[config.mk]
export PLATFORM = sky130hd
export DESIGN_NAME = fletcher8_frame_parser_flat
export DESIGN_NICKNAME = d
export VERILOG_FILES = /design/src/design/f8fp_pkg.sv /design/src/design/f8fp_stream_if.sv /design/src/design/fletcher8_frame_parser.sv /design/src/flat_wrapper.sv
export SDC_FILE = /design/constraint.sdc
export NUM_CORES = 1
export LEC_CHECK = 0
export BUFFER_PORTS_ARGS = -buffer_cell sky130_fd_sc_hd__buf_2
export CORE_ASPECT_RATIO = 1.75
export CORE_MARGIN = 1.5
export CORE_UTILIZATION = 50
export DETAILED_ROUTE_END_ITERATION = 6
export PLACE_DENSITY = 0.75
export SYNTH_ARGS = -nofsm -noshare
export SYNTH_HDL_FRONTEND = slang
export SYNTH_SLANG_ARGS = --single-unit
[constraint.sdc]
create_clock -name i_clk -period 2.75 [get_ports i_clk]
set_input_delay 0.275 -clock i_clk [delete_from_list [all_inputs] [get_ports i_clk]]
set_output_delay 0.275 -clock i_clk [all_outputs]
set_load 0.005 [all_outputs]
[src/design/f8fp_pkg.sv]
// Shared types and constants for the Fletcher-8 frame parser.
// No dependencies; compiled first.
`default_nettype none

package f8fp_pkg;

    // Beat payloads
    typedef struct packed {
        logic [7:0] rx_byte;
    } t_item;

    typedef struct packed {
        logic [7:0] echo_byte;
        logic [7:0] frame_position;
        logic       in_body;
        logic       frame_end;
        logic [1:0] status;
        logic [7:0] length_seen;
    } t_result;

    // Frame status codes
    localparam logic [1:0] ST_NONE    = 2'd0;
    localparam logic [1:0] ST_GOOD    = 2'd1;
    localparam logic [1:0] ST_BAD_SUM = 2'd2;
    localparam logic [1:0] ST_BAD_LEN = 2'd3;

    // Position arithmetic is done at this width: wide enough for length + 3
    localparam int CMP_W = 10;

    localparam logic [CMP_W-1:0] POS_HUNT  = 10'd0;
    localparam logic [CMP_W-1:0] POS_SYNC2 = 10'd1;
    localparam logic [CMP_W-1:0] POS_SYNC3 = 10'd2;
    localparam logic [CMP_W-1:0] POS_LEN   = 10'd3;
    localparam logic [CMP_W-1:0] POS_BODY  = 10'd4;
    localparam logic [CMP_W-1:0] LEN_MIN   = 10'd4;

    // Configuration register map
    localparam int ADDR_W = 4;
    localparam logic [1:0] REG_SYNC_FIRST  = 2'd0;
    localparam logic [1:0] REG_SYNC_SECOND = 2'd1;
    localparam logic [1:0] REG_SYNC_THIRD  = 2'd2;

    localparam logic [7:0] SYNC_FIRST_RST  = 8'd65;
    localparam logic [7:0] SYNC_SECOND_RST = 8'd67;
    localparam logic [7:0] SYNC_THIRD_RST  = 8'd79;

endpackage

`default_nettype wire

[src/design/f8fp_stream_if.sv]
// Valid/ready stream interface used for both the byte input and result output.
// Payload type is a parameter; the parser uses types from f8fp_pkg.
`default_nettype none

interface f8fp_stream_if #(
    parameter type T = logic [7:0]
);
    logic valid;
    logic ready;
    T     data;

    modport source (output valid, output data, input ready);
    modport sink   (input valid, input data, output ready);
endinterface

`default_nettype wire

[src/design/fletcher8_frame_parser.sv]
// Fletcher-8 frame parser: the result beat is registered and appears in the cycle after its input beat is taken;
// throughput 1 beat per cycle while the result side drains; the single result register decides it, and a
// new byte is taken whenever that register is empty or being drained.
// Reset (synchronous, active low) returns to sync hunting, clears the sums and
// restores the default sync bytes; the held check byte is not reset.
// Depends on f8fp_pkg and f8fp_stream_if.
`default_nettype none

module fletcher8_frame_parser #(
    parameter int MAX_FRAME = 256
) (
    input  logic                         i_clk,
    input  logic                         i_rst_n,
    f8fp_stream_if.sink                  i_rx,
    f8fp_stream_if.source                o_res,
    input  logic                         i_psel,
    input  logic                         i_penable,
    input  logic                         i_pwrite,
    input  logic [f8fp_pkg::ADDR_W-1:0]  i_paddr,
    input  logic [31:0]                  i_pwdata,
    output logic [31:0]                  o_prdata,
    output logic                         o_pready
);
    import f8fp_pkg::*;

    localparam int POS_W = $clog2(MAX_FRAME);
    localparam logic [CMP_W-1:0] LEN_MAX = CMP_W'(MAX_FRAME - 4);

    // Configuration
    logic [7:0] r_sync_first;
    logic [7:0] r_sync_second;
    logic [7:0] r_sync_third;
    logic [1:0] reg_idx;
    logic       cfg_wr;

    // Frame state
    logic [POS_W-1:0] r_pos,   n_pos;
    logic [7:0]       r_len,   n_len;
    logic [7:0]       r_sum_a, n_sum_a;
    logic [7:0]       r_sum_b, n_sum_b;
    logic [7:0]       r_chk,   n_chk;

    // Result stage
    logic    r_res_valid;
    t_result r_res;
    t_result n_res;

    logic             in_acc;
    logic [7:0]       rx;
    logic [CMP_W-1:0] pos_ext;
    logic [CMP_W-1:0] len_ext;
    logic [CMP_W-1:0] rx_ext;
    logic [7:0]       sum_a_add;
    logic [7:0]       sum_b_add;

    assign o_pready = 1'b1;
    assign reg_idx  = i_paddr[3:2];
    assign cfg_wr   = i_psel && i_penable && i_pwrite && o_pready;

    always_ff @(posedge i_clk) begin
        if (!i_rst_n) begin
            r_sync_first  <= SYNC_FIRST_RST;
            r_sync_second <= SYNC_SECOND_RST;
            r_sync_third  <= SYNC_THIRD_RST;
        end else if (cfg_wr) begin
            unique case (reg_idx)
                REG_SYNC_FIRST:  r_sync_first  <= i_pwdata[7:0];
                REG_SYNC_SECOND: r_sync_second <= i_pwdata[7:0];
                REG_SYNC_THIRD:  r_sync_third  <= i_pwdata[7:0];
                default: ;
            endcase
        end
    end

    always_comb begin
        unique case (reg_idx)
            REG_SYNC_FIRST:  o_prdata = {24'd0, r_sync_first};
            REG_SYNC_SECOND: o_prdata = {24'd0, r_sync_second};
            REG_SYNC_THIRD:  o_prdata = {24'd0, r_sync_third};
            default:         o_prdata = 32'd0;
        endcase
    end

    // Stream handshake: the result register parts the two sides
    assign i_rx.ready  = !r_res_valid || o_res.ready;
    assign in_acc      = i_rx.valid && i_rx.ready;
    assign o_res.valid = r_res_valid;
    assign o_res.data  = r_res;

    assign rx        = i_rx.data.rx_byte;
    assign pos_ext   = CMP_W'(r_pos);
    assign len_ext   = CMP_W'(r_len);
    assign rx_ext    = CMP_W'(rx);
    assign sum_a_add = r_sum_a + rx;
    assign sum_b_add = r_sum_b + sum_a_add;

    always_comb begin
        n_pos   = r_pos;
        n_len   = r_len;
        n_sum_a = r_sum_a;
        n_sum_b = r_sum_b;
        n_chk   = r_chk;

        n_res.echo_byte      = rx;
        n_res.frame_position = pos_ext[7:0];
        n_res.in_body        = 1'b0;
        n_res.frame_end      = 1'b0;
        n_res.status         = ST_NONE;
        n_res.length_seen    = 8'd0;

        unique case (pos_ext)
            POS_HUNT: begin
                if (rx == r_sync_first) begin
                    n_pos   = POS_W'(POS_SYNC2);
                    n_sum_a = 8'd0;
                    n_sum_b = 8'd0;
                end
            end
            POS_SYNC2: begin
                if (rx == r_sync_second) begin
                    n_pos = POS_W'(POS_SYNC3);
                end else begin
                    // wrong byte is not retried as a first sync byte
                    n_pos           = POS_W'(POS_HUNT);
                    n_res.frame_end = 1'b1;
                end
            end
            POS_SYNC3: begin
                if (rx == r_sync_third) begin
                    n_pos   = POS_W'(POS_LEN);
                    n_sum_a = 8'd0;
                    n_sum_b = 8'd0;
                end else begin
                    n_pos           = POS_W'(POS_HUNT);
                    n_res.frame_end = 1'b1;
                end
            end
            POS_LEN: begin
                n_len             = rx;
                n_res.length_seen = rx;
                n_sum_a           = sum_a_add;
                n_sum_b           = sum_b_add;
                if (rx_ext < LEN_MIN || rx_ext > LEN_MAX) begin
                    n_pos           = POS_W'(POS_HUNT);
                    n_res.frame_end = 1'b1;
                    n_res.status    = ST_BAD_LEN;
                end else begin
                    n_pos = POS_W'(POS_BODY);
                end
            end
            default: begin
                n_res.length_seen = r_len;
                if (pos_ext < len_ext + 10'd2) begin
                    n_sum_a       = sum_a_add;
                    n_sum_b       = sum_b_add;
                    n_res.in_body = 1'b1;
                    n_pos         = POS_W'(pos_ext + 10'd1);
                end else if (pos_ext == len_ext + 10'd2) begin
                    // first check byte: held, not summed
                    n_chk = rx;
                    n_pos = POS_W'(pos_ext + 10'd1);
                end else begin
                    n_pos           = POS_W'(POS_HUNT);
                    n_res.frame_end = 1'b1;
                    n_res.status    = (r_chk == r_sum_a && rx == r_sum_b) ? ST_GOOD
                                                                         : ST_BAD_SUM;
                end
            end
        endcase
    end

    always_ff @(posedge i_clk) begin
        if (!i_rst_n) begin
            r_pos       <= '0;
            r_len       <= 8'd0;
            r_sum_a     <= 8'd0;
            r_sum_b     <= 8'd0;
            r_res_valid <= 1'b0;
        end else begin
            if (in_acc) begin
                r_pos   <= n_pos;
                r_len   <= n_len;
                r_sum_a <= n_sum_a;
                r_sum_b <= n_sum_b;
            end
            if (in_acc) begin
                r_res_valid <= 1'b1;
            end else if (o_res.ready) begin
                r_res_valid <= 1'b0;
            end
        end
    end

    always_ff @(posedge i_clk) begin
        if (in_acc) begin
            r_chk <= n_chk;
            r_res <= n_res;
        end
    end

`ifndef SYNTH
    // A beat that closes a frame always sends the parser back to hunting
    a_end_hunts: assert property (@(posedge i_clk) disable iff (!i_rst_n)
        in_acc && n_res.frame_end |=> r_pos == '0)
        else $error("parser did not return to hunting after frame end");

    // Any status other than none comes with frame end
    a_status_end: assert property (@(posedge i_clk) disable iff (!i_rst_n)
        r_res_valid && r_res.status != ST_NONE |-> r_res.frame_end)
        else $error("status reported without frame end");

    // Body beats only after the length byte
    a_body_pos: assert property (@(posedge i_clk) disable iff (!i_rst_n)
        r_res_valid && r_res.in_body |-> r_res.frame_position >= 8'd4)
        else $error("body flag before length byte");

    // Inside a frame the position never passes the last check byte
    a_pos_bound: assert property (@(posedge i_clk) disable iff (!i_rst_n)
        pos_ext >= POS_BODY |-> pos_ext <= len_ext + 10'd3)
        else $error("frame position ran past the check bytes");
`endif

endmodule

`default_nettype wire

[src/flat_wrapper.sv]
// flat-port wrapper written by rule: the top's interface ports become plain ports
module fletcher8_frame_parser_flat import f8fp_pkg::*;
#(
    parameter int MAX_FRAME = 256
)
  (i_clk, i_rst_n, i_psel, i_penable, i_pwrite, i_paddr, i_pwdata, o_prdata, o_pready, i_rx_valid, i_rx_data, i_rx_ready, o_res_valid, o_res_data, o_res_ready);
  f8fp_stream_if #(.T(t_item)) i_rx_i ();
  f8fp_stream_if #(.T(t_result)) o_res_i ();
  input  logic i_clk;
  input  logic i_rst_n;
  input  logic i_psel;
  input  logic i_penable;
  input  logic i_pwrite;
  input  logic [f8fp_pkg::ADDR_W-1:0] i_paddr;
  input  logic [31:0] i_pwdata;
  output logic [31:0] o_prdata;
  output logic o_pready;
  input wire logic [$bits(i_rx_i.valid)-1:0] i_rx_valid;
  input wire logic [$bits(i_rx_i.data)-1:0] i_rx_data;
  output wire logic [$bits(i_rx_i.ready)-1:0] i_rx_ready;
  output wire logic [$bits(o_res_i.valid)-1:0] o_res_valid;
  output wire logic [$bits(o_res_i.data)-1:0] o_res_data;
  input wire logic [$bits(o_res_i.ready)-1:0] o_res_ready;
  assign i_rx_i.valid = i_rx_valid;
  assign i_rx_i.data = i_rx_data;
  assign i_rx_ready = i_rx_i.ready;
  assign o_res_valid = o_res_i.valid;
  assign o_res_data = o_res_i.data;
  assign o_res_i.ready = o_res_ready;
  fletcher8_frame_parser #(.MAX_FRAME(MAX_FRAME)) u_core (.i_clk(i_clk), .i_rst_n(i_rst_n), .i_rx(i_rx_i), .o_res(o_res_i), .i_psel(i_psel), .i_penable(i_penable), .i_pwrite(i_pwrite), .i_paddr(i_paddr), .i_pwdata(i_pwdata), .o_prdata(o_prdata), .o_pready(o_pready));
endmodule
* Word level (Yosys, flattened, before mapping)
Cells that the tools add are included.
** Storage, ports and cells
- Register bits after elaboration :: 93
- Logic and storage cells :: 83
** Cells by class
- $add $sub $neg :: 4
- Order comparisons :: 3
- Eq/ne operators :: 13
- Mux-type cells :: 25
- Bitwise logic cells :: 3
- Reductions and logical operators :: 20
** Operators by type and width (count)
- $pmux W8 S4 :: 3
- $mux W8 :: 7
- $eq A8 B8 Y1 :: 5
- $pmux W8 S3 :: 1
- $pmux W10 S2 :: 1
- $add A8 B8 Y8 :: 2
- $eq A8 B2 Y1 const B :: 2
- $mux W3 :: 4
- $eq A8 B10 Y1 :: 1
- $logic_not A10 Y1 :: 1
- $lt A8 B10 Y1 :: 1
- $reduce_and A2 Y1 :: 5
- $add A8 B2 Y9 const B :: 1
- $add A8 B1 Y8 const B :: 1
- $eq A8 B1 Y1 const B :: 1
- $gt A8 B8 Y1 const B :: 1
- $lt A8 B3 Y1 const B :: 1
- $mux W2 :: 3
- $mux W1 :: 5
- $reduce_and A5 Y1 :: 1
- $logic_and A1 B1 Y1 :: 4
- $ne A2 B1 Y1 const B :: 2
- $pmux W1 S4 :: 1
- $reduce_and A4 Y1 :: 1
- 10 further kinds :: 13

* Logic depth before layout (Yosys ltp)
- Depth in word-level cells :: 6
- Depth in mapped cells :: 14

* Worst setup path before layout
Ideal clock, no wire load.
- Kind :: reg2reg
- From :: reg u_core.r_sum_a[0]
- To :: reg u_core.r_sum_b[7]
- Arrival time :: 2.982 ns
- Required time :: 2.676 ns
- Setup slack :: -0.306 ns
- Stages on the path, launching flop included :: 13
- Buffers on the path :: 0
- Period minus slack after synthesis :: 3.056 ns
- Cells stage by stage :: dfxtp_1 > ha_1 > fa_1 > a21o_1 > a21oi_1 > xnor2_1 > ha_1 > o21a_1 > a2111oi_0 > nor3_1 > xor2_1 > or4_1 > a31oi_1
** On the way
- Cells in the longest elaborated chain, start to end :: 4
** RTL lines
- start, declared :: RTL line fletcher8_frame_parser.sv:39 : logic [7:0] r_sum_a, n_sum_a;
- start signal, assigned :: RTL line fletcher8_frame_parser.sv:183 : r_sum_a <= n_sum_a;
- $add A8 B8 Y8 * :: RTL line fletcher8_frame_parser.sv:94 : assign sum_a_add = r_sum_a + rx;
- $add A8 B8 Y8 * :: RTL line fletcher8_frame_parser.sv:95 : assign sum_b_add = r_sum_b + sum_a_add;
- $mux W8 :: RTL line fletcher8_frame_parser.sv:153 : if (pos_ext < len_ext + 10'd2) begin
- $pmux W8 S4 * :: RTL line fletcher8_frame_parser.sv:111 : unique case (pos_ext)
- end signal, assigned :: RTL line fletcher8_frame_parser.sv:184 : r_sum_b <= n_sum_b;
- end, declared :: RTL line fletcher8_frame_parser.sv:40 : logic [7:0] r_sum_b, n_sum_b;
Mark *: on every way between the ends. The rest lies on a longest branch, timed or not. The select of a mux whose other input is x is not followed.
A chain may end at the register's enable or synchronous reset.

* Worst setup path in the final report
Same ends and word-level chain as after synthesis.

==> reports/qor.txt <==
share of cells above drive strength 1 - 24.9%
global-route usage over all layers - 23.9%
total power - 3170 uW
Hold EP - u_core.r_sync_third[0]$_SDFFE_PN1P_
Setup crit start kind - flip-flop
synth warn - 0
share of the synthesized area in the top cell type - 21.5%
DP HPWL - 9.47 mm
H-tree depth - 3
vias per inst - 5.68
Max Slew Vio Count - 0
slowest stage delay, CP - 0.40 ns
Post-Syn Instances - 551
Synth Flop Type - dfxtp_1
Initial Util - 51.6%
drt wl/cell - 17.0 um
Fin. Hold Viols - 0
CP Buf/Inv Count - 0
antenna cells - 0
post-synthesis register bit count - 93
Hold Crit Start - i_pwdata[0]
Psw - 740 uW
worst hold path depth - 3
most frequent cell after synthesis - nand2_1
chip height - 139 um
Total Wirelength - 13.3 mm
antenna viol nets, final - 0
Rel. slew slack - 34.1%
Pleak - 0.00274 uW
DR pass1 iterations - 5
io pins - 114
number of vias in the routed layout - 4436
VDD IR max - 0.000466 V
slowest CP cell - or4_1
Die Width - 80.9 um
die area - 11300 um^2
sw frac - 23.4%
actual slew at the worst max-slew pin - 0.983 ns
sequential power share - 46.5%
fill cell count - 835
Nets - 729
port bufs - 62
Max Cap Viol - 0
top cells by area, synth - dfxtp_1 21%, edfxtp_1 20%, xor2_1 7.2%
critical path required time - 3.02 ns
Mapped Avg Cell Area - 9.65 um^2
Yosys top cell by area - dfxtp_1
Clk pin slew, worst setup/hold paths - 0.07 ns
initial antenna violation count - 0
Post-synth EDFFs - 36
Post-Syn Area - 5320 um^2
fin crit period - 3.02 ns
crit path DAT - 3.29 ns
via count of the first global-routing pass - 4398
Unique masters post-synth - 58
initial drt markers - 287
PD cells - 491 nW/um^2
cts hold-fix bufs - 0
R2R cell count - 12
area added between synthesis and finish - 21.4%
CTS tree - done
TritonCTS buffer count - 9
failing checks - setup timing
largest net degree at the start of global routing - 29
asr flop ratio synth - 0%
clk_skew - 0.0108 ns
dpl ws - -0.336 ns
worst-skew pair later-pin latency - 0.35 ns
# setup viols final - 5
clock sinks - 93
core area - 10300 um^2
GRT overflow - 0
unrepaired setup endpoints after global routing - yes
# rows - 49
post-synthesis sequential area ratio - 41.8%
status - finished with violations
clock power share - 43.8%
Setup crit end kind - flip-flop
FF-to-FF Start - u_core.r_sum_a[0]$_SDFFE_PN0P_
reg2reg end - u_core.r_sum_b[7]$_SDFFE_PN0P_
WS Path Type - flip-flop to flip-flop
worst hold-check path type - input pin to flip-flop
Final period util - 110%
Top Family by Delay on Critical Path - compound AO/OA/AOI/OAI gates
internal power - 2430 uW
DRC viols - 0
global-route wire length before repair - 20.9 mm
clk buf depth - 2
crit-path cells - ha_4 -> fa_2 -> a21o_1 -> a21oi_2 -> xnor2_1 -> ha_1 -> o21a_1 -> a2111oi_4 -> nor3_2 -> xor2_1 -> or4_1 -> a31oi_1
routability cong. - 0.910
Crit Path Max Fanout - 2
Root Buffer - clkbuf_16
area of the multi-input gates - 2940 um^2
Sequential cell area - 2230 um^2
f_max - 0.331 GHz
power share of the combinational group - 9.7%
Reg2Reg Setup Slack - -0.27 ns
Commonest cells post-synth - 61 x nand2_1, 57 x dfxtp_1, 44 x xor2_1
final setup margin - -0.268 ns
-- cells in the final DEF, fill, tap and decap left out, types with 15 or more instances in the layout --
master / count
buf_4: 48
inv_1: 16
buf_2: 62
xnor2_1: 17
ha_1: 25
o21ai_0: 15
a21oi_1: 24
nor2_1: 33
nand2_1: 61
conb_1: 25
dfxtp_1: 53
mux2i_1: 30
xor2_1: 43
nand3_1: 24
edfxtp_1: 36
-- metrics by stage --
step / TNS (ns) / std cells / util (%) / hold WS (ns) / instance area, um^2
6_report: -0.632 / 781 / 62.7 / 0.172 / 6460
5_1_grt: -1.37 / 781 / 62.7 / 0.182 / 6460
4_1_cts: -0.189 / 777 / 61.6 / 0.167 / 6350
3_5_place_dp: -0.772 / 758 / 57.5 / 0.485 / 5920
3_3_place_gp: -0.299 / 758 / 57.5 / 0.470 / 5920
2_1_floorplan: -0.126 / 574 / - / 0.374 / 5420
-- layout make-up --
class / instances / area share, %
Inverter: 16 / 0.930
Clock inverter: 4 / 0.872
Tap cell: 127 / 2.46
Timing Repair Buffer: 114 / 11.2
Multi-Input combinational cell: 415 / 45.5
Clock buffer: 12 / 4.48
Sequential cell: 93 / 34.5
-- registers in the layout, indices dropped and copies added, names as in the netlist --
| signal | cells |
|---|---|
| u_core.o_res.data | 28 |
| u_core.r_chk | 8 |
| u_core.r_len | 8 |
| u_core.r_pos | 8 |
| u_core.r_sum_a | 8 |
| u_core.r_sum_b | 8 |
| u_core.r_sync_first | 8 |
| u_core.r_sync_second | 8 |
| u_core.r_sync_third | 8 |
| u_core.o_res.valid | 1 |
-- power groups by stage --
| stage | Clock [uW] | Combinational, uW | Sequential, uW |
|---|---|---|---|
| 6_report | 1390 | 308 | 1470 |
| 5_1_grt | 1460 | 336 | 1480 |
| 4_1_cts | 1410 | 301 | 1470 |
| 3_5_place_dp | 0 | 292 | 1500 |
| 3_3_place_gp | 0 | 286 | 1500 |
| 2_1_floorplan | 0 | 193 | 1510 |
-- routing by layer --
| metal | global-route usage (%) | share of wire (%) |
|---|---|---|
| met4 | 13.2 | 4.0 |
| met5 | 0 | 0 |
| met1 | 26.8 | 38 |
| met2 | 41.7 | 53 |
| met3 | 3.87 | 5.1 |
-- worst min-delay path: stages --
cell and delay, ns:
buf_2 0.10, nand2_1 0.05, nand3_1 0.07
-- timing repair --
item                       CTS  global route
hold endpoints to repair     0             0
resized for setup            9            19
setup endpoints to repair   10            26
setup buffers                3             5
pin swaps                    6            20
-- worst max path at each step --
stage / cells after the start / from / end / slack [ns]
5_1_grt: 12 / u_core.r_sum_a[0]$_SDFFE_PN0P_ / u_core.r_sum_b[7]$_SDFFE_PN0P_ / -0.42
4_1_cts: 12 / u_core.r_sum_a[0]$_SDFFE_PN0P_ / u_core.r_sum_b[7]$_SDFFE_PN0P_ / -0.19
3_3_place_gp: 13 / i_rx_data[0] / u_core.r_sum_b[7]$_SDFFE_PN0P_ / -0.26
6_report: 12 / u_core.r_sum_a[0]$_SDFFE_PN0P_ / u_core.r_sum_b[7]$_SDFFE_PN0P_ / -0.27
2_1_floorplan: 12 / u_core.r_sum_a[0]$_SDFFE_PN0P_ / u_core.r_sum_b[7]$_SDFFE_PN0P_ / -0.13
3_5_place_dp: 13 / i_rx_data[0] / u_core.r_sum_b[7]$_SDFFE_PN0P_ / -0.34
-- cells by family after synthesis --
group                    share of synthesized area, %
other                                           0.141
multiplexers                                     5.65
flip-flops                                       41.8
adder cells (fa/ha/maj)                          7.11
XOR/XNOR                                         10.0
AO/OA/AOI/OAI                                    10.8
buffers and inverters                            7.25
AND/OR/NAND/NOR                                  17.2
(Power assumes the default switching activity.)
